## config.mk

```make
export PLATFORM = sky130hd
export DESIGN_NAME = mipf_ctrl
export DESIGN_NICKNAME = d
export VERILOG_FILES = /design/src/hdl/map_iteration_period_finder_core_defines.svh /design/src/hdl/mipf_pkg.sv /design/src/hdl/mipf_ctrl.sv
export SDC_FILE = /design/constraint.sdc
export NUM_CORES = 1
export LEC_CHECK = 0
export BUFFER_PORTS_ARGS = -buffer_cell sky130_fd_sc_hd__buf_4
export CAP_MARGIN = 30
export CORE_AREA = 2 2 39 41
export DETAILED_ROUTE_END_ITERATION = 8
export DIE_AREA = 0 0 41 43
export GPL_TIMING_DRIVEN = 0
export SLEW_MARGIN = 20
export SYNTH_ARGS = -nofsm -noshare
export SYNTH_HDL_FRONTEND = slang
export SYNTH_SLANG_ARGS = --single-unit
```

## constraint.sdc

```tcl
create_clock -name aclk -period 1.4 [get_ports aclk]
set_input_delay 0.14 -clock aclk [delete_from_list [all_inputs] [get_ports aclk]]
set_output_delay 0.14 -clock aclk [all_outputs]
set_load 0.03 [all_outputs]
```

## src/hdl/map_iteration_period_finder_core_defines.svh

```systemverilog
// Assertion helpers shared by the period finder RTL.
`ifndef MAP_ITERATION_PERIOD_FINDER_CORE_DEFINES_SVH
`define MAP_ITERATION_PERIOD_FINDER_CORE_DEFINES_SVH

// Property that must hold at every clock edge outside reset.
`define MIPF_ASSERT_ALWAYS(lbl, clk, rst_n, prop, msg) \
    lbl: assert property (@(posedge clk) disable iff (!rst_n) (prop)) else $error(msg);

// Implication checked in the cycle after the antecedent.
`define MIPF_ASSERT_NEXT(lbl, clk, rst_n, ante, cons, msg) \
    lbl: assert property (@(posedge clk) disable iff (!rst_n) (ante) |=> (cons)) else $error(msg);

`endif

```

## src/hdl/mipf_pkg.sv

```systemverilog
`timescale 1ns / 1ps

package mipf_pkg;

    // Store depth default and Q4.28 format
    localparam int STORE_DEPTH_DEF = 64;
    localparam int FRAC_BITS       = 28;

    localparam logic signed [63:0] RND_HALF = 64'sh0000_0000_0800_0000;
    localparam logic signed [31:0] Q_ONE    = 32'sh1000_0000;
    localparam logic signed [31:0] Q_MAX    = 32'sh7FFF_FFFF;
    localparam logic signed [31:0] Q_MIN    = 32'sh8000_0000;

    // Configuration port
    localparam int CFG_IDX_W  = 2;
    localparam int CFG_DATA_W = 28;

    localparam logic [CFG_IDX_W-1:0] CFG_MAP_SELECT = 2'd0;
    localparam logic [CFG_IDX_W-1:0] CFG_TRAJ_LEN   = 2'd1;
    localparam logic [CFG_IDX_W-1:0] CFG_ITER_LIMIT = 2'd2;
    localparam logic [CFG_IDX_W-1:0] CFG_TOLERANCE  = 2'd3;

    localparam logic        MAP_SELECT_RST = 1'b1;
    localparam logic [6:0]  TRAJ_LEN_RST   = 7'd64;
    localparam logic [27:0] ITER_LIMIT_RST = 28'd100000000;
    localparam logic [27:0] TOLERANCE_RST  = 28'd268;

    // Controller states
    typedef enum logic [3:0] {
        ST_IDLE,
        ST_MUL1,
        ST_RND1,
        ST_PREP,
        ST_MUL2,
        ST_RND2,
        ST_CHECK,
        ST_EMIT_RD,
        ST_EMIT_LD
    } state_t;

    // Controller to datapath
    typedef struct packed {
        logic load;
        logic mul1;
        logic rnd1;
        logic prep;
        logic mul2;
        logic rnd2;
        logic store;
        logic restart;
        logic end_close;
        logic end_limit;
        logic rd;
        logic out_load;
    } cmd_t;

    // Datapath to controller
    typedef struct packed {
        logic close;
        logic iter_done;
        logic pass_full;
        logic out_free;
        logic emit_last;
    } status_t;

    // Round a full product to Q4.28 (half up, floor) and saturate
    function automatic logic signed [31:0] rnd_sat(input logic signed [63:0] p);
        logic signed [63:0] v;
        logic signed [35:0] q;
        v = p + RND_HALF;
        q = 36'(v >>> FRAC_BITS);
        if (q[35:31] == 5'b00000 || q[35:31] == 5'b11111) begin
            return q[31:0];
        end
        return q[35] ? Q_MIN : Q_MAX;
    endfunction

    // Saturating difference a - b
    function automatic logic signed [31:0] sat_sub(input logic signed [31:0] a,
                                                   input logic signed [31:0] b);
        logic signed [32:0] d;
        d = 33'(a) - 33'(b);
        if (d[32] == d[31]) begin
            return d[31:0];
        end
        return d[32] ? Q_MIN : Q_MAX;
    endfunction

endpackage

```

## src/hdl/mipf_ctrl.sv

```systemverilog
`timescale 1ns / 1ps

module mipf_ctrl (
    input  logic               aclk,
    input  logic               aresetn,
    input  logic               s_valid,
    output logic               s_ready,
    input  mipf_pkg::status_t  status,
    output mipf_pkg::cmd_t     cmd
);

    mipf_pkg::state_t state_reg;
    mipf_pkg::state_t state_next;

    // State register
    always_ff @(posedge aclk) begin
        if (!aresetn) begin
            state_reg <= mipf_pkg::ST_IDLE;
        end else begin
            state_reg <= state_next;
        end
    end

    // Next state and commands
    always_comb begin
        state_next = state_reg;
        cmd        = '0;
        s_ready    = 1'b0;
        unique case (state_reg)
            mipf_pkg::ST_IDLE: begin
                s_ready = 1'b1;
                if (s_valid) begin
                    cmd.load   = 1'b1;
                    state_next = mipf_pkg::ST_MUL1;
                end
            end
            mipf_pkg::ST_MUL1: begin
                cmd.mul1   = 1'b1;
                state_next = mipf_pkg::ST_RND1;
            end
            mipf_pkg::ST_RND1: begin
                cmd.rnd1   = 1'b1;
                state_next = mipf_pkg::ST_PREP;
            end
            mipf_pkg::ST_PREP: begin
                cmd.prep   = 1'b1;
                state_next = mipf_pkg::ST_MUL2;
            end
            mipf_pkg::ST_MUL2: begin
                cmd.mul2   = 1'b1;
                state_next = mipf_pkg::ST_RND2;
            end
            mipf_pkg::ST_RND2: begin
                cmd.rnd2   = 1'b1;
                state_next = mipf_pkg::ST_CHECK;
            end
            mipf_pkg::ST_CHECK: begin
                if (status.close) begin
                    // value came back near the pass start: period found
                    cmd.end_close = 1'b1;
                    state_next    = mipf_pkg::ST_EMIT_RD;
                end else begin
                    cmd.store = 1'b1;
                    if (status.iter_done) begin
                        cmd.end_limit = 1'b1;
                        state_next    = mipf_pkg::ST_EMIT_RD;
                    end else begin
                        cmd.restart = status.pass_full;
                        state_next  = mipf_pkg::ST_MUL1;
                    end
                end
            end
            mipf_pkg::ST_EMIT_RD: begin
                cmd.rd     = 1'b1;
                state_next = mipf_pkg::ST_EMIT_LD;
            end
            mipf_pkg::ST_EMIT_LD: begin
                if (status.out_free) begin
                    cmd.out_load = 1'b1;
                    state_next   = status.emit_last ? mipf_pkg::ST_IDLE
                                                    : mipf_pkg::ST_EMIT_RD;
                end
            end
            default: begin
                state_next = mipf_pkg::ST_IDLE;
            end
        endcase
    end

endmodule

```

==> results of run 1 <==
-- power by group --
group          switching [W]  internal (W)  leakage (nW)  total, W
Sequential        0.00000866      0.000120        0.0340  0.000128
Clock              0.0000442     0.0000957        0.0138  0.000140
Combinational       0.000102     0.0000958         0.309  0.000198
-- logic make-up after synthesis --
| logic type | after synthesis | share of synthesized area (%) |
|---|---|---|
| DFF | 4 | 23.0 |
| AOI/OAI and AO/OA | 8 | 21.9 |
| and+or+nand+nor | 27 | 47.1 |
| buffers and inverters | 6 | 7.91 |
-- final cells by class --
class	count	area, um2
sequential	4	87.6
timing repair buffer	35	282
tap	16	20.0
fill	140	652
multi-input combinational	35	280
buffer	2	22.5
clock buffer	3	22.5
inverter	4	17.5
-- critical path, cell delays in order (launching register included) --
cell and delay [ns]:
dfxtp_4 0.35, nor2_4 0.13, inv_4 0.06, nor3_4 0.18, and3b_1 0.19, buf_6 0.13
-- worst max path at each step --
stage | to | startpoint | cells after the start | slack [ns]
floorplan | cmd[4] | state_reg[0] | 4 | -0.12
global placement | cmd[4] | state_reg[0] | 5 | 0.08
detailed placement | cmd[4] | state_reg[0] | 5 | 0.07
CTS | cmd[4] | state_reg[3] | 5 | -0.009
global route | cmd[4] | state_reg[3] | 5 | -0.08
finish | cmd[4] | state_reg[3] | 5 | -0.01
-- routing by layer --
metal | wire (um) | global-route usage (%)
met1 | 398 | 15.1
met2 | 491 | 20.3
met3 | 75 | 1.57
met4 | 0 | 8.00
met5 | 0 | 0
-- timing repair --
item | 4_1_cts | 5_1_grt
endpoints found under the setup margin | 8 | 4
buffers inserted | 9 | 6
gates cloned | 0 | 0
gates resized for setup | 12 | 7
pin swaps | 4 | 2
-- cell usage after synthesis, drive strengths merged, types with 2 or more instances --
library cell  n
a21oi         2
buf           2
nor3          4
nand2         2
a31oi         2
inv           4
and2          2
nor2          8
nand2b        6
dfxtp         4
-- metrics by stage --
| step | utilization [%] | setup WS [ns] | total power, W |
|---|---|---|---|
| final | 52.9 | -0.0137 | 0.000466 |
| after detailed placement | 38.6 | 0.0703 | 0.000281 |
| after global routing | 52.9 | -0.0793 | 0.000499 |
| after floorplan | - | -0.117 | 0.000228 |
| after global placement | 38.6 | 0.0750 | 0.000280 |
| after CTS | 48.0 | -0.00939 | 0.000453 |
==> metrics.yaml, run 1 <==
outcome: "finished, violations left"
violations: "setup timing"
synth_nets: 53
reg2reg_depth: 5
r2r-start: "state_reg[1]"
yosysSeqAreaShare_pct: 23.0
clk_pin_slew_worst_paths_ns: 0.04
synth_top_cell_by_area: "dfxtp_1"
ant_nets: 0
track_usage_pct: 12.7
io_pins: 21
setup_ws_ns: -0.0137
dieArea_um2: 1760
grt_start_max_net_pins: 10
cp.arrival_ns: 1.27
endpoint_kind: "output pin"
fp.coreArea_um2: 1380
power_per_cell_area_nw_per_um2: 637
grt_pass1_wl_um: 1520
initial_core_util_pct: 25.1
path_class: "register to output pin"
wire_per_inst_um: 9.74
cts_tree: "built"
r2r_setup_slack_ns: 0.13
cts_buffer_depth: 2
setup_viol: 1
grt_pass1_vias: 401
synthArstFlopShare_pct: 0
hold_ws_ns: 0.146
largest_reg_flops: 4
fin_nets: 93
die_w_um: 41
syn_area_um2: 348
instances_no_fill: 99
min_period_over_period_pct: 101
worst_slew_pin_slew_ns: 0.238
cts-root-buf: "clkbuf_4"
via_per_inst: 4.39
diodes: 0
port_buffers: 20
peakVddDrop_v: 0.000290
dp_hpwl_um: 660
grt_overflow: 0
setup_tns_ns: -0.0137
hold_class: "input port to register"
firstDrtPassIters: 1
postPlaceCellArea_um2: 534
num_vias: 435
h-tree-depth: 1
hold_viol_final: 0
whs_path_depth: 2
ys_warn_count: 0
required_ns: 1.26
synth_edf_count: 0
drive_above_1_share_pct: 66.3
gp_congestion: 0.699
p_leak_nw: 0.356
clock_latency_ns: 0.23
fmaxAchievable_mhz: 707
synth_cell_types: 23
slew_violations: 0
period_needed_ns: 1.41
routed_wl_um: 964
drt_iter0_drc: 0
drc: 0
final_cell_mix: "buf_4 (30), buf_6 (7), nand2b_1 (5), nor2_1 (5)"
ys_ff_latch: 4
hold-path-endpoint: "state_reg[3]"
cap_violations: 0
cp_max_fo: 4
synth_area_per_cell_um2: 7.73
area_growth_pct: 110
dp.cells: 81
hp-start: "aresetn"
antenna_found_initial: 0
final_common_cell: "buf_4"
rsz0062_at_grt: "yes"
synth_top_cell_area_share_pct: 23.0
ctsHoldBuffers: 0
synthFlopType: "dfxtp_1"
skew_ns: 0.000379
fin_area_um2: 732
cts-buffers-inserted: 3
setup.worst_path.start_class: "register"
slew_headroom_pct: 84.1
cts_sinks: 4
die_h_um: 43
syn_inst: 45
worstReg2RegEnd: "state_reg[2]"
synth.area.top_cells: "dfxtp_1 (23%), nand2b_1 (9.0%), nor2_1 (8.6%), o41ai_4 (7.9%), nor3_1 (4.3%)"
core.rowCount: 14
Power figures use the tool's default switching activity.
==> run 2, diff against run 1 <==
HOLD_SLACK_MARGIN = 0.05   (was unset)
clock period = 1.65 ns   (was 1.4 ns; I/O delays follow)
==> metrics.yaml, run 2 (synthesis results as in run 1) <==
cts-buffers-inserted: 3  # unchanged
final_common_cell: "buf_4"
p_leak_nw: 0.266  # -25%
period_needed_ns: 1.55
grt_pass1_wl_um: 1320  # -13%
r2r_setup_slack_ns: 0.47  # +0.34 ns
endpoint_kind: "output pin"
initial_core_util_pct: 25.1  # unchanged
clock_latency_ns: 0.23  # about the same
drc: 0  # unchanged
fmaxAchievable_mhz: 647
die_h_um: 43  # unchanged
cts-root-buf: "clkbuf_4"
rsz0062_at_grt: "no"
setup.worst_path.start_class: "register"
clk_pin_slew_worst_paths_ns: 0.04  # about the same
power_per_cell_area_nw_per_um2: 643  # +0.94%
cp.arrival_ns: 1.38  # +0.11 ns
cp_max_fo: 7  # +3
drive_above_1_share_pct: 47.8  # -18 points
cp_top_family: "simple AND/OR/NAND/NOR gates"
fin_nets: 79  # -15%
dp_hpwl_um: 674  # +2.0%
reg2reg_depth: 3  # -2
worst_slew_pin_slew_ns: 0.318  # +0.0796 ns
crit_buf_inv: 2  # unchanged
via_per_inst: 4.60  # +4.7%
routed_wl_um: 872  # -9.5%
slew_headroom_pct: 78.8  # -5.3 points
slew_violations: 0  # unchanged
ctsHoldBuffers: 0  # unchanged
grt_overflow: 0  # unchanged
port_buffers: 20  # unchanged
hold_class: "input port to register"
h-tree-depth: 1  # unchanged
num_vias: 391  # -10%
setup_tns_ns: 0  # +0.0137 ns
cp_slowest_cell: "dfxtp_1"
track_usage_pct: 11.2  # -1.5 points
peakVddDrop_v: 0.000283  # -2.4%
critical-path-max-stage-delay_ns: 0.38  # +0.03 ns
cap_violations: 0  # unchanged
hold_viol_final: 0  # unchanged
dp_slack_ns: 0.263  # +0.192 ns
critical_path_cell_count: 5  # unchanged
cts_tree: "built"
fp.coreArea_um2: 1380  # unchanged
outcome: "finished clean"
io_pins: 21  # unchanged
grt_start_max_net_pins: 10  # unchanged
area_growth_pct: 60.8
setup_viol: 0  # -1
grt_pass1_vias: 326  # -19%
largest_reg_flops: 4  # unchanged
dieArea_um2: 1760  # unchanged
path_class: "register to output pin"
skew_ns: 0.00360  # +0.00322 ns
wire_per_inst_um: 10.3  # +5.4%
ant_nets: 0  # unchanged
drt_iter0_drc: 3  # +3
required_ns: 1.48  # +0.22 ns
die_w_um: 41  # unchanged
firstDrtPassIters: 4  # +3
gp_congestion: 0.729  # +4.2%
diodes: 0  # unchanged
cts_buffer_depth: 2  # unchanged
core.rowCount: 14  # unchanged
whs_path_depth: 2  # unchanged
final_cell_mix: "buf_4 (22), nor2_1 (7), nand2b_1 (5)"
min_period_over_period_pct: 93.6
setup_ws_ns: 0.105  # +0.119 ns
cts_sinks: 4  # unchanged
antenna_found_initial: 0  # unchanged
cp_cell_sequence: "nor2_2 -> inv_2 -> nor3_4 -> and3b_1 -> buf_4"
-- run 2: cell types whose count changed in the layout (fill, tap and decap cells not counted), moves of 2 or more --
cell and delta:
and2_4 -2, buf_6 -7, dfxtp_4 -2, nor2_1 +2, dfxtp_1 +2, and2_1 +2, buf_4 -8
-- run 2: per-layer routing --
metal  track usage, %  up-vias  share of wire, %
met5                0        -                 0
met4             2.00        0                 0
met3             7.85        0               7.9
met2             14.4       13                47
met1             15.4      176                45
li1                 -      202                 -
-- run 2: per-stage QoR --
step	cells	power (W)	hold WS [ns]	cell area, um2	util (%)
4_1_cts	84	0.000362	0.189	547	39.5
2_1_floorplan	45	0.000192	0.293	354	-
5_1_grt	85	0.000391	0.197	559	40.4
3_5_place_dp	81	0.000236	0.433	524	37.9
6_report	85	0.000360	0.190	559	40.4
3_3_place_gp	81	0.000236	0.411	524	37.9
-- run 2: power breakdown --
group | switching, W | internal (W) | total (W)
clock | 0.0000385 | 0.0000813 | 0.000120
combinational | 0.0000745 | 0.0000551 | 0.000130
sequential | 0.00000750 | 0.000103 | 0.000110
-- run 2: cell type report --
type,instances,area [um2]
Multi-Input combinational cell,35,249
Fill cell,154,825
Clock buffer,3,22.5
Tap cell,16,20.0
Timing Repair Buffer,21,158
Sequential cell,4,80.1
Inverter,4,15.0
Buffer,2,15.0
-- run 2: path summary, 6_finish.rpt --
kind,from,to
setup / recovery,state_reg[3],cmd[4]
hold reg to reg,state_reg[2],state_reg[2]
setup reg to reg,state_reg[3],state_reg[2]
hold / removal,aresetn,state_reg[3]
-- run 2: timing repair --
item / in CTS / in global routing
resized for setup: 0 / 2
buffers inserted: 0 / 1
setup endpoints to repair: 0 / 2
